--- config.mk ---
export PLATFORM = sky130hd
export DESIGN_NAME = console_line_edit_buffer
export DESIGN_NICKNAME = d
export VERILOG_FILES = /design/src/sv/cleb_pkg.sv /design/src/sv/console_line_edit_buffer.sv /design/src/sv/cleb_ram.sv /design/src/sv/cleb_front.sv /design/src/sv/cleb_back.sv
export SDC_FILE = /design/constraint.sdc
export NUM_CORES = 1
export LEC_CHECK = 0
export BUFFER_PORTS_ARGS = -buffer_cell sky130_fd_sc_hd__buf_2
export CAP_MARGIN = 40
export CELL_PAD_IN_SITES_DETAIL_PLACEMENT = 0
export CELL_PAD_IN_SITES_GLOBAL_PLACEMENT = 1
export CORE_ASPECT_RATIO = 0.9
export CORE_MARGIN = 5
export CORE_UTILIZATION = 54
export CTS_CLUSTER_SIZE = 16
export DETAILED_ROUTE_END_ITERATION = 16
export PLACE_DENSITY = 0.89
export SYNTH_ARGS = -nofsm -noshare
export SYNTH_HDL_FRONTEND = slang
export SYNTH_HIERARCHICAL = 1
export SYNTH_SLANG_ARGS = --single-unit
--- constraint.sdc ---
create_clock -name clk -period 4.53 [get_ports clk]
set_clock_uncertainty 0.05 [all_clocks]
set_input_delay 0.2265 -clock clk [delete_from_list [all_inputs] [get_ports clk]]
set_output_delay 0.2265 -clock clk [all_outputs]
set_load 0.01 [all_outputs]
--- src/sv/cleb_pkg.sv ---
// ----------------------------------------------------------------------------
// cleb_pkg
// Types and constants shared by the console line edit buffer.
// ----------------------------------------------------------------------------
package cleb_pkg;

  localparam int BUFFER_DEPTH_DEF = 64;
  localparam int QUEUE_DEPTH      = 2;

  localparam logic [7:0] KEY_TAB       = 8'd9;
  localparam logic [7:0] KEY_RETURN    = 8'd13;
  localparam logic [7:0] KEY_BACKSPACE = 8'd127;
  localparam logic [7:0] KEY_SPACE     = 8'd32;
  localparam logic [7:0] KEY_TILDE     = 8'd126;
  localparam logic [7:0] CHR_NEWLINE   = 8'd10;
  localparam logic [7:0] CHR_BS        = 8'd8;
  localparam logic [7:0] CHR_CARET     = 8'd94;
  localparam logic [7:0] CTRL_OFFSET   = 8'd64;

  localparam logic [7:0] WAKE_ONE = 8'd0;
  localparam logic [7:0] WAKE_ALL = 8'd1;

  localparam logic [2:0] KIND_ECHO      = 3'd0;
  localparam logic [2:0] KIND_WAKE      = 3'd1;
  localparam logic [2:0] KIND_CHAR      = 3'd2;
  localparam logic [2:0] KIND_EOL       = 3'd3;
  localparam logic [2:0] KIND_EMPTY     = 3'd4;
  localparam logic [2:0] KIND_NOT_READY = 3'd5;

  localparam logic [15:0] COLUMN_MAX = 16'hFFFF;

  typedef enum logic [2:0] {
    OP_PRINT,
    OP_RETURN,
    OP_BACKSPACE,
    OP_CTRL,
    OP_READ
  } op_cls_t;

  // one classified word on its way to the back end
  typedef struct packed {
    op_cls_t    cls;
    logic [7:0] key;
  } op_t;

endpackage

--- src/sv/console_line_edit_buffer.sv ---
// ----------------------------------------------------------------------------
// Console line edit buffer.
// Input channel (item_valid/item_stall, cmd, key): cmd 0 delivers a keystroke,
// cmd 1 asks to pop one byte from the line store. A word is taken at a rising
// edge with item_valid high and item_stall low.
// Output channel (res_valid/res_stall, kind, data, last): zero to three result
// words per input word, last set on the final one. Echo and wake words come
// from keystrokes; read words carry a character, end-of-line, empty or not
// ready. echo_enable is written through cfg_wr_en/cfg_wr_data; the user must
// write it only while idle; the block itself does not enforce it. A taken
// word passes the queue, the execute stage and the output register, and a
// word that reads the line store (pop, or backspace on a non-empty line) also
// waits for the registered store read. The execute stage takes a new word only
// when idle; the two-word queue ahead lets input words in while results drain.
// Reset (rst, synchronous) empties the buffer and queue, clears the column and
// line count and sets echo on. The store itself is not cleared.
// A stalled result word holds; the execute stage and then the queue back up,
// and item_stall rises when the queue is full.
// ----------------------------------------------------------------------------
module console_line_edit_buffer
  import cleb_pkg::*;
#(
  parameter int BUFFER_DEPTH = BUFFER_DEPTH_DEF
) (
  input  logic       clk,
  input  logic       rst,
  input  logic       cfg_wr_en,
  input  logic       cfg_wr_data,
  input  logic       item_valid,
  output logic       item_stall,
  input  logic       cmd,
  input  logic [7:0] key,
  output logic       res_valid,
  input  logic       res_stall,
  output logic [2:0] kind,
  output logic [7:0] data,
  output logic       last
);

  logic op_valid;
  op_t  op;
  logic op_pop;

  cleb_front u_front (
    .clk        (clk),
    .rst        (rst),
    .item_valid (item_valid),
    .item_stall (item_stall),
    .cmd        (cmd),
    .key        (key),
    .op_valid   (op_valid),
    .op         (op),
    .op_pop     (op_pop)
  );

  cleb_back #(
    .BUFFER_DEPTH (BUFFER_DEPTH)
  ) u_back (
    .clk         (clk),
    .rst         (rst),
    .cfg_wr_en   (cfg_wr_en),
    .cfg_wr_data (cfg_wr_data),
    .op_valid    (op_valid),
    .op          (op),
    .op_pop      (op_pop),
    .res_valid   (res_valid),
    .res_stall   (res_stall),
    .kind        (kind),
    .data        (data),
    .last        (last)
  );

endmodule

--- src/sv/cleb_ram.sv ---
// ----------------------------------------------------------------------------
// cleb_ram
// Generic single-write, single-read RAM with registered read data.
// ----------------------------------------------------------------------------
module cleb_ram #(
  parameter int WIDTH = 8,
  parameter int DEPTH = 64
) (
  input  logic                     clk,
  input  logic                     we,
  input  logic [$clog2(DEPTH)-1:0] waddr,
  input  logic [WIDTH-1:0]         wdata,
  input  logic                     re,
  input  logic [$clog2(DEPTH)-1:0] raddr,
  output logic [WIDTH-1:0]         rdata
);

  logic [WIDTH-1:0] mem [DEPTH];

  always_ff @(posedge clk) begin
    if (we) begin
      mem[waddr] <= wdata;
    end
    if (re) begin
      rdata <= mem[raddr];
    end
  end

endmodule

--- src/sv/cleb_front.sv ---
// ----------------------------------------------------------------------------
// cleb_front
// Accepts input words, classifies the key and queues the result.
// ----------------------------------------------------------------------------
module cleb_front
  import cleb_pkg::*;
(
  input  logic       clk,
  input  logic       rst,
  input  logic       item_valid,
  output logic       item_stall,
  input  logic       cmd,
  input  logic [7:0] key,
  output logic       op_valid,
  output op_t        op,
  input  logic       op_pop
);

  localparam int QAW = (QUEUE_DEPTH > 1) ? $clog2(QUEUE_DEPTH) : 1;
  localparam int QCW = $clog2(QUEUE_DEPTH + 1);

  op_t            entries [QUEUE_DEPTH];
  logic [QAW-1:0] wptr;
  logic [QAW-1:0] rptr;
  logic [QCW-1:0] count;
  logic           push;
  logic           pop;
  op_t            op_in;

  always_comb begin
    op_in.key = key;
    priority if (cmd) begin
      op_in.cls = OP_READ;
    end else if (key == KEY_BACKSPACE) begin
      op_in.cls = OP_BACKSPACE;
    end else if (key == KEY_RETURN) begin
      op_in.cls = OP_RETURN;
    end else if (key == KEY_TAB || (key >= KEY_SPACE && key <= KEY_TILDE)) begin
      op_in.cls = OP_PRINT;
    end else begin
      op_in.cls = OP_CTRL;
    end
  end

  assign item_stall = (count == QCW'(QUEUE_DEPTH));
  assign push       = item_valid && !item_stall;
  assign op_valid   = (count != '0);
  assign pop        = op_pop && op_valid;
  assign op         = entries[rptr];

  always_ff @(posedge clk) begin
    if (push) begin
      entries[wptr] <= op_in;
    end
    if (rst) begin
      wptr  <= '0;
      rptr  <= '0;
      count <= '0;
    end else begin
      if (push) begin
        wptr <= (wptr == QAW'(QUEUE_DEPTH - 1)) ? '0 : wptr + 1'b1;
      end
      if (pop) begin
        rptr <= (rptr == QAW'(QUEUE_DEPTH - 1)) ? '0 : rptr + 1'b1;
      end
      unique case ({push, pop})
        2'b10:   count <= count + 1'b1;
        2'b01:   count <= count - 1'b1;
        default: count <= count;
      endcase
    end
  end

endmodule

--- src/sv/cleb_back.sv ---
// ----------------------------------------------------------------------------
// cleb_back
// Executes classified words against the line store and emits result words.
// ----------------------------------------------------------------------------
module cleb_back
  import cleb_pkg::*;
#(
  parameter int BUFFER_DEPTH = BUFFER_DEPTH_DEF
) (
  input  logic       clk,
  input  logic       rst,
  input  logic       cfg_wr_en,
  input  logic       cfg_wr_data,
  input  logic       op_valid,
  input  op_t        op,
  output logic       op_pop,
  output logic       res_valid,
  input  logic       res_stall,
  output logic [2:0] kind,
  output logic [7:0] data,
  output logic       last
);

  localparam int AW = (BUFFER_DEPTH > 1) ? $clog2(BUFFER_DEPTH) : 1;
  localparam int CW = $clog2(BUFFER_DEPTH + 1);
  localparam int SW = AW + 1;

  typedef enum logic [2:0] {
    ST_IDLE = 3'b001,
    ST_READ = 3'b010,
    ST_EMIT = 3'b100
  } state_t;

  state_t         state, state_next;
  logic [CW-1:0]  fill, fill_next;
  logic [CW-1:0]  line_end, line_end_next;
  logic [AW-1:0]  oldest, oldest_next;
  logic [15:0]    column, column_next;
  logic           echo_en;
  logic           pend_pop, pend_pop_next;
  logic [2:0]     rk [3];
  logic [7:0]     rd [3];
  logic [2:0]     rk_next [3];
  logic [7:0]     rd_next [3];
  logic [1:0]     rn, rn_next;
  logic [1:0]     ri, ri_next;

  logic           ram_we, ram_re;
  logic [AW-1:0]  ram_raddr;
  logic [AW-1:0]  slot_wr, slot_bs;
  logic [7:0]     ram_rdata;
  logic [SW-1:0]  sum_wr, sum_bs;
  logic [AW-1:0]  oldest_inc;
  logic [15:0]    col_inc;
  logic           full;
  logic           out_free;
  logic           out_load;

  assign full     = (fill == CW'(BUFFER_DEPTH));
  assign sum_wr   = SW'(oldest) + SW'(fill);
  assign sum_bs   = SW'(oldest) + SW'(fill) - SW'(1);
  // sums stay below twice the depth, so one subtract wraps them
  assign slot_wr  = (sum_wr >= SW'(BUFFER_DEPTH)) ? AW'(sum_wr - SW'(BUFFER_DEPTH))
                                                  : AW'(sum_wr);
  assign slot_bs  = (sum_bs >= SW'(BUFFER_DEPTH)) ? AW'(sum_bs - SW'(BUFFER_DEPTH))
                                                  : AW'(sum_bs);
  assign oldest_inc = (oldest == AW'(BUFFER_DEPTH - 1)) ? '0 : oldest + 1'b1;
  assign col_inc    = (column == COLUMN_MAX) ? column : column + 16'd1;

  assign out_free = !res_valid || !res_stall;
  assign op_pop   = (state == ST_IDLE) && op_valid;

  cleb_ram #(
    .WIDTH (8),
    .DEPTH (BUFFER_DEPTH)
  ) u_store (
    .clk   (clk),
    .we    (ram_we),
    .waddr (slot_wr),
    .wdata (op.key),
    .re    (ram_re),
    .raddr (ram_raddr),
    .rdata (ram_rdata)
  );

  always_comb begin
    state_next    = state;
    fill_next     = fill;
    line_end_next = line_end;
    oldest_next   = oldest;
    column_next   = column;
    pend_pop_next = pend_pop;
    rn_next       = rn;
    ri_next       = ri;
    for (int i = 0; i < 3; i++) begin
      rk_next[i] = rk[i];
      rd_next[i] = rd[i];
    end
    ram_we    = 1'b0;
    ram_re    = 1'b0;
    ram_raddr = oldest;
    out_load  = 1'b0;

    unique case (state)
      ST_IDLE: begin
        if (op_valid) begin
          ri_next = '0;
          rn_next = '0;
          for (int i = 0; i < 3; i++) begin
            rk_next[i] = KIND_ECHO;
            rd_next[i] = '0;
          end
          unique case (op.cls)
            OP_READ: begin
              if (line_end == '0 && !full) begin
                rk_next[0] = KIND_NOT_READY;
                rn_next    = 2'd1;
              end else if (fill == '0) begin
                rk_next[0] = KIND_EMPTY;
                rn_next    = 2'd1;
              end else begin
                ram_re        = 1'b1;
                ram_raddr     = oldest;
                oldest_next   = oldest_inc;
                fill_next     = fill - 1'b1;
                pend_pop_next = 1'b1;
              end
            end
            OP_BACKSPACE: begin
              if (echo_en && column != '0) begin
                column_next = column - 16'd1;
                rd_next[0]  = CHR_BS;
                rd_next[1]  = KEY_SPACE;
                rd_next[2]  = CHR_BS;
                rn_next     = 2'd3;
              end
              if (fill != '0) begin
                // a stored return survives; decided once the byte is back
                ram_re        = 1'b1;
                ram_raddr     = slot_bs;
                pend_pop_next = 1'b0;
              end
            end
            OP_PRINT, OP_RETURN, OP_CTRL: begin
              if (full) begin
                if (op.cls == OP_RETURN) begin
                  rk_next[0] = KIND_WAKE;
                  rd_next[0] = WAKE_ALL;
                  rn_next    = 2'd1;
                end
              end else begin
                ram_we    = 1'b1;
                fill_next = fill + 1'b1;
                if (op.cls == OP_RETURN) begin
                  line_end_next = line_end + 1'b1;
                  if (echo_en) begin
                    column_next = '0;
                    rd_next[0]  = CHR_NEWLINE;
                    rk_next[1]  = KIND_WAKE;
                    rd_next[1]  = WAKE_ONE;
                    rn_next     = 2'd2;
                  end else begin
                    rk_next[0] = KIND_WAKE;
                    rd_next[0] = WAKE_ONE;
                    rn_next    = 2'd1;
                  end
                end else if (echo_en) begin
                  column_next = col_inc;
                  if (op.cls == OP_PRINT) begin
                    rd_next[0] = op.key;
                    rn_next    = 2'd1;
                  end else begin
                    rd_next[0] = CHR_CARET;
                    rd_next[1] = op.key + CTRL_OFFSET;
                    rn_next    = 2'd2;
                  end
                end
              end
            end
            default: ;
          endcase
          if (ram_re) begin
            state_next = ST_READ;
          end else if (rn_next != '0) begin
            state_next = ST_EMIT;
          end
        end
      end

      ST_READ: begin
        if (pend_pop) begin
          if (ram_rdata == KEY_RETURN) begin
            if (line_end != '0) begin
              line_end_next = line_end - 1'b1;
            end
            rk_next[0] = KIND_EOL;
            rd_next[0] = KEY_RETURN;
          end else begin
            rk_next[0] = KIND_CHAR;
            rd_next[0] = ram_rdata;
          end
          rn_next    = 2'd1;
          state_next = ST_EMIT;
        end else begin
          if (ram_rdata != KEY_RETURN) begin
            fill_next = fill - 1'b1;
          end
          state_next = (rn != '0) ? ST_EMIT : ST_IDLE;
        end
      end

      ST_EMIT: begin
        if (out_free) begin
          out_load = 1'b1;
          ri_next  = ri + 1'b1;
          if (ri == rn - 2'd1) begin
            state_next = ST_IDLE;
          end
        end
      end

      default: state_next = ST_IDLE;
    endcase
  end

  always_ff @(posedge clk) begin
    pend_pop <= pend_pop_next;
    rn       <= rn_next;
    ri       <= ri_next;
    for (int i = 0; i < 3; i++) begin
      rk[i] <= rk_next[i];
      rd[i] <= rd_next[i];
    end
    if (out_load) begin
      kind <= rk[ri];
      data <= rd[ri];
      last <= (ri == rn - 2'd1);
    end
    if (rst) begin
      state     <= ST_IDLE;
      fill      <= '0;
      line_end  <= '0;
      oldest    <= '0;
      column    <= '0;
      echo_en   <= 1'b1;
      res_valid <= 1'b0;
    end else begin
      state    <= state_next;
      fill     <= fill_next;
      line_end <= line_end_next;
      oldest   <= oldest_next;
      column   <= column_next;
      if (cfg_wr_en) begin
        echo_en <= cfg_wr_data;
      end
      if (out_load) begin
        res_valid <= 1'b1;
      end else if (!res_stall) begin
        res_valid <= 1'b0;
      end
    end
  end

endmodule

After elaboration in Yosys (flattened, before gate mapping)
Memory sizes are Yosys's and may differ from the RTL's. A register that Yosys moved wholly into a read port is not among the register bits.
Cells that the tools add are included.
- $add $sub $neg: 18
- reduce and logical (&&, ||, !) cells: 37
- equal/unequal tests: 48
- $lt $le $gt $ge: 4
- muxes and demuxes: 120
- bitwise gates (word level): 2
- operators with widths (operator ; count):
    $mux 16 ; 9
    $mux 7 ; 13
    $pmux 16 s2 ; 2
    $mux 8 ; 7
    $mux 6 ; 9
    $mux 3 ; 16
    $pmux 7 s2 ; 3
    $mux 1 ; 33
    $mux 2 ; 14
    $eq 8x4->1 const B ; 3
    $mux 24 ; 1
    $ne 2x1->1 const B ; 11
    $ne 2x2->1 const B ; 11
    $sub 7x1->7 const B ; 3
    $mux 20 ; 1
    $ne 3x3->1 const B ; 6
    $add 16x1->16 const B ; 1
    $eq 16x16->1 const B ; 1
    $pmux 8 s2 ; 1
    $reduce_and 8->1 ; 2
    $reduce_bool 16->1 ; 1
    $reduce_bool 2->1 ; 8
    $sub 16x1->16 const B ; 1
    $add 7x1->7 const B ; 2
    42 further kinds ; 70
- bits in writable memories: 567
- output and inout bits: 14
- memories kept: 4
- flip-flop bits (word level): 51
- memory list (memory ; depth ; bits a word ; rd ports ; clocked after memory_dff ; wr ports ; RTL line ; source):
    u_back.u_store.mem ; 64 ; 8 ; 1 ; 1 ; 1 ; cleb_ram.sv:18 ; logic [WIDTH-1:0] mem [DEPTH];
    u_back.rd ; 3 ; 8 ; 1 ; 1 ; 3 ; cleb_back.sv:42 ; logic [7:0] rd [3];
    u_front.entries ; 2 ; 11 ; 1 ; 1 ; 1 ; cleb_front.sv:22 ; op_t entries [QUEUE_DEPTH];
    u_back.rk ; 3 ; 3 ; 1 ; 1 ; 3 ; cleb_back.sv:41 ; logic [2:0] rk [3];

Longest topological paths before layout
- depth in word-level cells: 13
- gate-level depth with buffers: 18
- gate-level depth less buffers: 13

Modules after synthesis
The synthesis kept the hierarchy.
- modules (own cells, without submodules) (module ; sequential area each (um2) ; instances ; cells an instance ; area an instance (um2)):
    cleb_ram ; 15615.0 ; 1 ; 972 ; 20270.7
    cleb_back ; 1961.9 ; 1 ; 551 ; 4897.2
    cleb_front ; 760.7 ; 1 ; 71 ; 1074.8

Worst setup path before layout
No wires, ideal clock.
- kind: reg-to-reg
- start point: reg with a tool-made name
- end point: reg u_back.u_store.rdata[2], read port of u_back.u_store.mem, data pin
- data required time: 4.223 ns
- arrival: 3.550 ns
- path slack: 0.674 ns
- stages on the path, launching flop included: 16
- cell sequence: dfxtp_1 buf_2 mux2_2 nor2b_1 clkbuf_1 nand2b_1 nor3_1 clkbuf_1 nor2_1 a21oi_1 buf_2 buf_1 mux4_2 a21oi_1 o211ai_1 a32o_1
- RTL lines (what ; RTL line ; source):
    to (decl) ; cleb_ram.sv:15 ; output logic [WIDTH-1:0] rdata

Final worst setup path
- start point: reg u_back.oldest[1]
- end point: reg u_back.u_store.rdata[1], read port of u_back.u_store.mem, data pin
- word-level cells in the longest chain between the ends: 8
- elaborated cells on any way between the ends: 9
- those cells by class: add/sub (3); order compare (1); mux (5)
- RTL lines (what ; RTL line ; source):
    from (decl) ; cleb_back.sv:37 ; logic [AW-1:0] oldest, oldest_next;
    from (signal assigned) ; cleb_back.sv:251 ; oldest <= oldest_next;
    $add 6x7->7 * ; cleb_back.sv:61 ; assign sum_bs = SW'(oldest) + SW'(fill) - SW'(1);
    $sub 7x1->7 * ; cleb_back.sv:61 ;
    $sub 6x1->6 / $ge 7x7->1 (equally long branches) ; cleb_back.sv:65 ; assign slot_bs = (sum_bs >= SW'(BUFFER_DEPTH)) ? AW'(sum_bs - SW'(BUFFER_DEPTH))
    $mux 6 * ; cleb_back.sv:65 ;
    $mux 6 * ; cleb_back.sv:137 ; if (fill != '0) begin
    $mux 6 * ; -- ;
    $mux 6 * ; cleb_back.sv:106 ; if (op_valid) begin
    $mux 6 * ; cleb_back.sv:104 ; unique case (state)
    via u_back.ram_raddr[4] ; cleb_back.sv:49 ; logic [AW-1:0] ram_raddr;
The timed path passes the listed nets; every way through them passes the cells marked *.
A chain may end at the register's enable or synchronous reset.

==> flow_summary.yaml <==
yosys:
  async_flop_share: 0
  syn_inst: 1594
  synth_cell_type_count: 80
  ys_ff_latch: 626
  synth_area_um2: 26200
  syn_nets: 1631
  ys_seq_area_frac: 0.699
  ys.flop_type: "edfxtp_1"
  yosys_warnings: 6
  synth_edf_count: 580
  postSynthAreaPerCell_um2: 16.5
layout:
  final_common_cell: "edfxtp_1"
  nFillCells: 3309
  drive_gt1_frac: 0.208
  ff_latch_area_um2: 18300
  final_cell_mix: "edfxtp_1, nor2_1, mux4_2"
  syn_to_final_growth_pct: 12.6
  multi_input_area_um2: 7370
  nets: 1706
worst_hold_path:
  min_path_cells: 2
  min_path_type: "primary input to register"
  min_to: "u_front/entries[1][0]"
  hold_start: "key[0]"
cts:
  postCtsSetupBuffers: 0
  cts_buffer_depth: 3
  numCtsBuffers: 59
  root_buffer: "clkbuf_16"
  clk_pin_slew_ns: 0.06
  cts_sinks: 626
  clkLatencyLatePin_ns: 0.65
  h-tree-depth: 2
  tritoncts: "built"
job:
  cap_violations: 0
grt:
  antenna_found_initial: 2
  grt_pass1_vias: 14772
  grt_max_degree: 67
  grt_util_all_layers: 0.230
  grt_pass1_wl_um: 92400
  grt.overflow.total: 0
setup_path:
  r2r-end: "u_back/u_store/rdata[1]"
  cp-end-kind: "register"
  r2r_setup_slack_ns: 0.26
  crit_type: "register to register"
  cp.required_ns: 4.97
  reg2regPathDepth: 13
  crit_fanout: 11
  critPathLaunchType: "register"
  r2r_start: "u_back/oldest[1]"
  crit_arrival_ns: 4.70
timing:
  fin_crit_sh: 0.942
  worst_slack_ns: 0.261
  final_max_slew_viol_count: 0
  setup_tns_ns: 0
  fin_crit_ns: 4.27
  finalHoldViolCount: 0
  worst_pin_slew_ns: 0.945
  fmax_mhz: 234
  max_slew_margin: 0.368
  setup_viol: 0
  rsz0062_at_grt: "no"
die:
  start_util: 0.546
  rows: 76
  die_h_um: 219
  fp.dieArea_um2: 53100
  ioPinCount: 29
  core_area_um2: 48000
  chipWidth_um: 242
route:
  drtPass1Iterations: 6
  drc: 0
  vias: 14958
  routed_via_density: 6.38
  initialDrtViolationCount: 1909
  wl_per_cell_um: 26.0
  totalWireLength_um: 60900
  antenna_left: 0
placed_design:
  io_buffers: 28
  dp_hpwl_um: 38400
  routabilityCongestion: 0.902
  dp_slack_ns: 0.227
power_and_ir_drop:
  leakage_nw: 9.41
  irDropWorstVdd_mv: 0.356
  power.density_nw_per_um2: 560
outcome:
  status: "complete, no violations"
worst max-delay path, cell delays in order (launching register included):
cell	delay, ns
dfxtp_1	0.51
ha_1	0.30
a211oi_1	0.28
nor2_1	0.12
xor2_1	0.60
nor3b_1	0.14
xnor2_1	0.17
a21oi_2	0.53
nor2b_1	0.10
buf_4	0.19
nand2_1	0.21
o22ai_1	0.19
or4_1	0.58
o211ai_1	0.17
stage by stage:
step / std cells / power, mW / hold WS (ns) / instance area [um2] / util
after floorplan: 1594 / 10.2 / 0.246 / 26200 / -
after global placement: 2201 / 11.2 / 0.378 / 27200 / 0.565
after detailed placement: 2215 / 11.3 / 0.389 / 27300 / 0.568
after CTS: 2342 / 16.6 / 0.279 / 29500 / 0.615
after global routing: 2344 / 17.2 / 0.312 / 29500 / 0.615
final: 2345 / 16.6 / 0.312 / 29500 / 0.615
final cells by class:
cell class              instances  area share
diodes                          1   0.0000847
clock buffers                  68      0.0525
clock inverters                44      0.0185
inverters                      31     0.00436
multi-input cells             851       0.249
flip-flops and latches        626       0.621
well taps                     624      0.0264
repair buffers                100      0.0280
power breakdown:
part / internal (mW) / switching, mW / leakage [nW]
Sequential: 7.16 / 0.227 / 5.61
Clock: 3.10 / 2.18 / 1.02
Combinational: 1.40 / 2.49 / 2.78
Total: 11.7 / 4.90 / 9.41
repair_timing:
action,CTS,global route
endpoints found under the hold margin,27,0
endpoints found under the setup margin,0,2
hold buffers,15,0
resized for setup,0,2
cell families after synthesis:
logic type | share of synthesized area
DFF | 0.699
and+or+nand+nor | 0.0781
AOI/OAI and AO/OA | 0.0555
muxes | 0.126
buffers and inverters | 0.0227
xor gates and xnor gates | 0.00801
adders and majority gates | 0.0111
state kept, by name, summed over array words and instances (netlist names), named ones only:
signal and count:
u_back/fill 7, u_back/kind 3, u_back/rk 4, u_back/line_end 7, u_front/count 2, u_back/rn 2, u_back/rd 17, u_back/u_store/mem 512
u_back/last 1, u_back/u_store/rdata 8, u_back/ri 2, u_back/pend_pop 1, u_back/data 8, u_back/oldest 6, u_back/column 16, u_front/wptr 1
u_back/echo_en 1, u_back/res_valid 1, u_front/rptr 1, u_front/entries 22, u_back/state 3
worst max path at each step:
stage | start | end | cells past startpoint
5_1_grt | u_back/oldest[1] | u_back/u_store/rdata[1] | 12
2_1_floorplan | register | u_back/u_store/rdata[2] | 15
6_report | u_back/oldest[1] | u_back/u_store/rdata[1] | 13
3_5_place_dp | u_back/oldest[0] | u_back/u_store/rdata[1] | 14
3_3_place_gp | u_back/oldest[0] | u_back/u_store/rdata[1] | 14
4_1_cts | u_back/oldest[0] | u_back/u_store/rdata[1] | 14
cells in the mapped netlist, drive strengths merged, types with 7 or more instances:
cell type,count,share of area
mux2i,35,0.013
o31ai,8,0.0023
o221ai,8,0.0027
xor2,8,0.0027
and2,13,0.0031
xnor2,16,0.0053
nor2,153,0.022
ha,20,0.0095
a22oi,10,0.0029
and3,10,0.0025
mux2,14,0.0060
dfxtp,46,0.035
nand3,33,0.0063
buf,44,0.012
a31oi,10,0.0024
o22ai,23,0.0055
a21oi,51,0.0097
a21o,7,0.0020
mux4,124,0.11
edfxtp,580,0.66
or3,23,0.0056
nand2b,15,0.0037
o21ai,43,0.0082
nand2,63,0.0091
inv,27,0.0039
nor3,23,0.0046
clkbuf,41,0.0059
or2,11,0.0026
nor4,12,0.0029
nor2b,21,0.0050
routing by layer:
metal | global-route usage | routed length, um
met1 | 0.314 | 24200
met5 | 0 | 14
met4 | 0.0804 | 2060
met3 | 0.0645 | 6260
met2 | 0.361 | 28400
No activity file was read; power rests on OpenSTA's default activity.
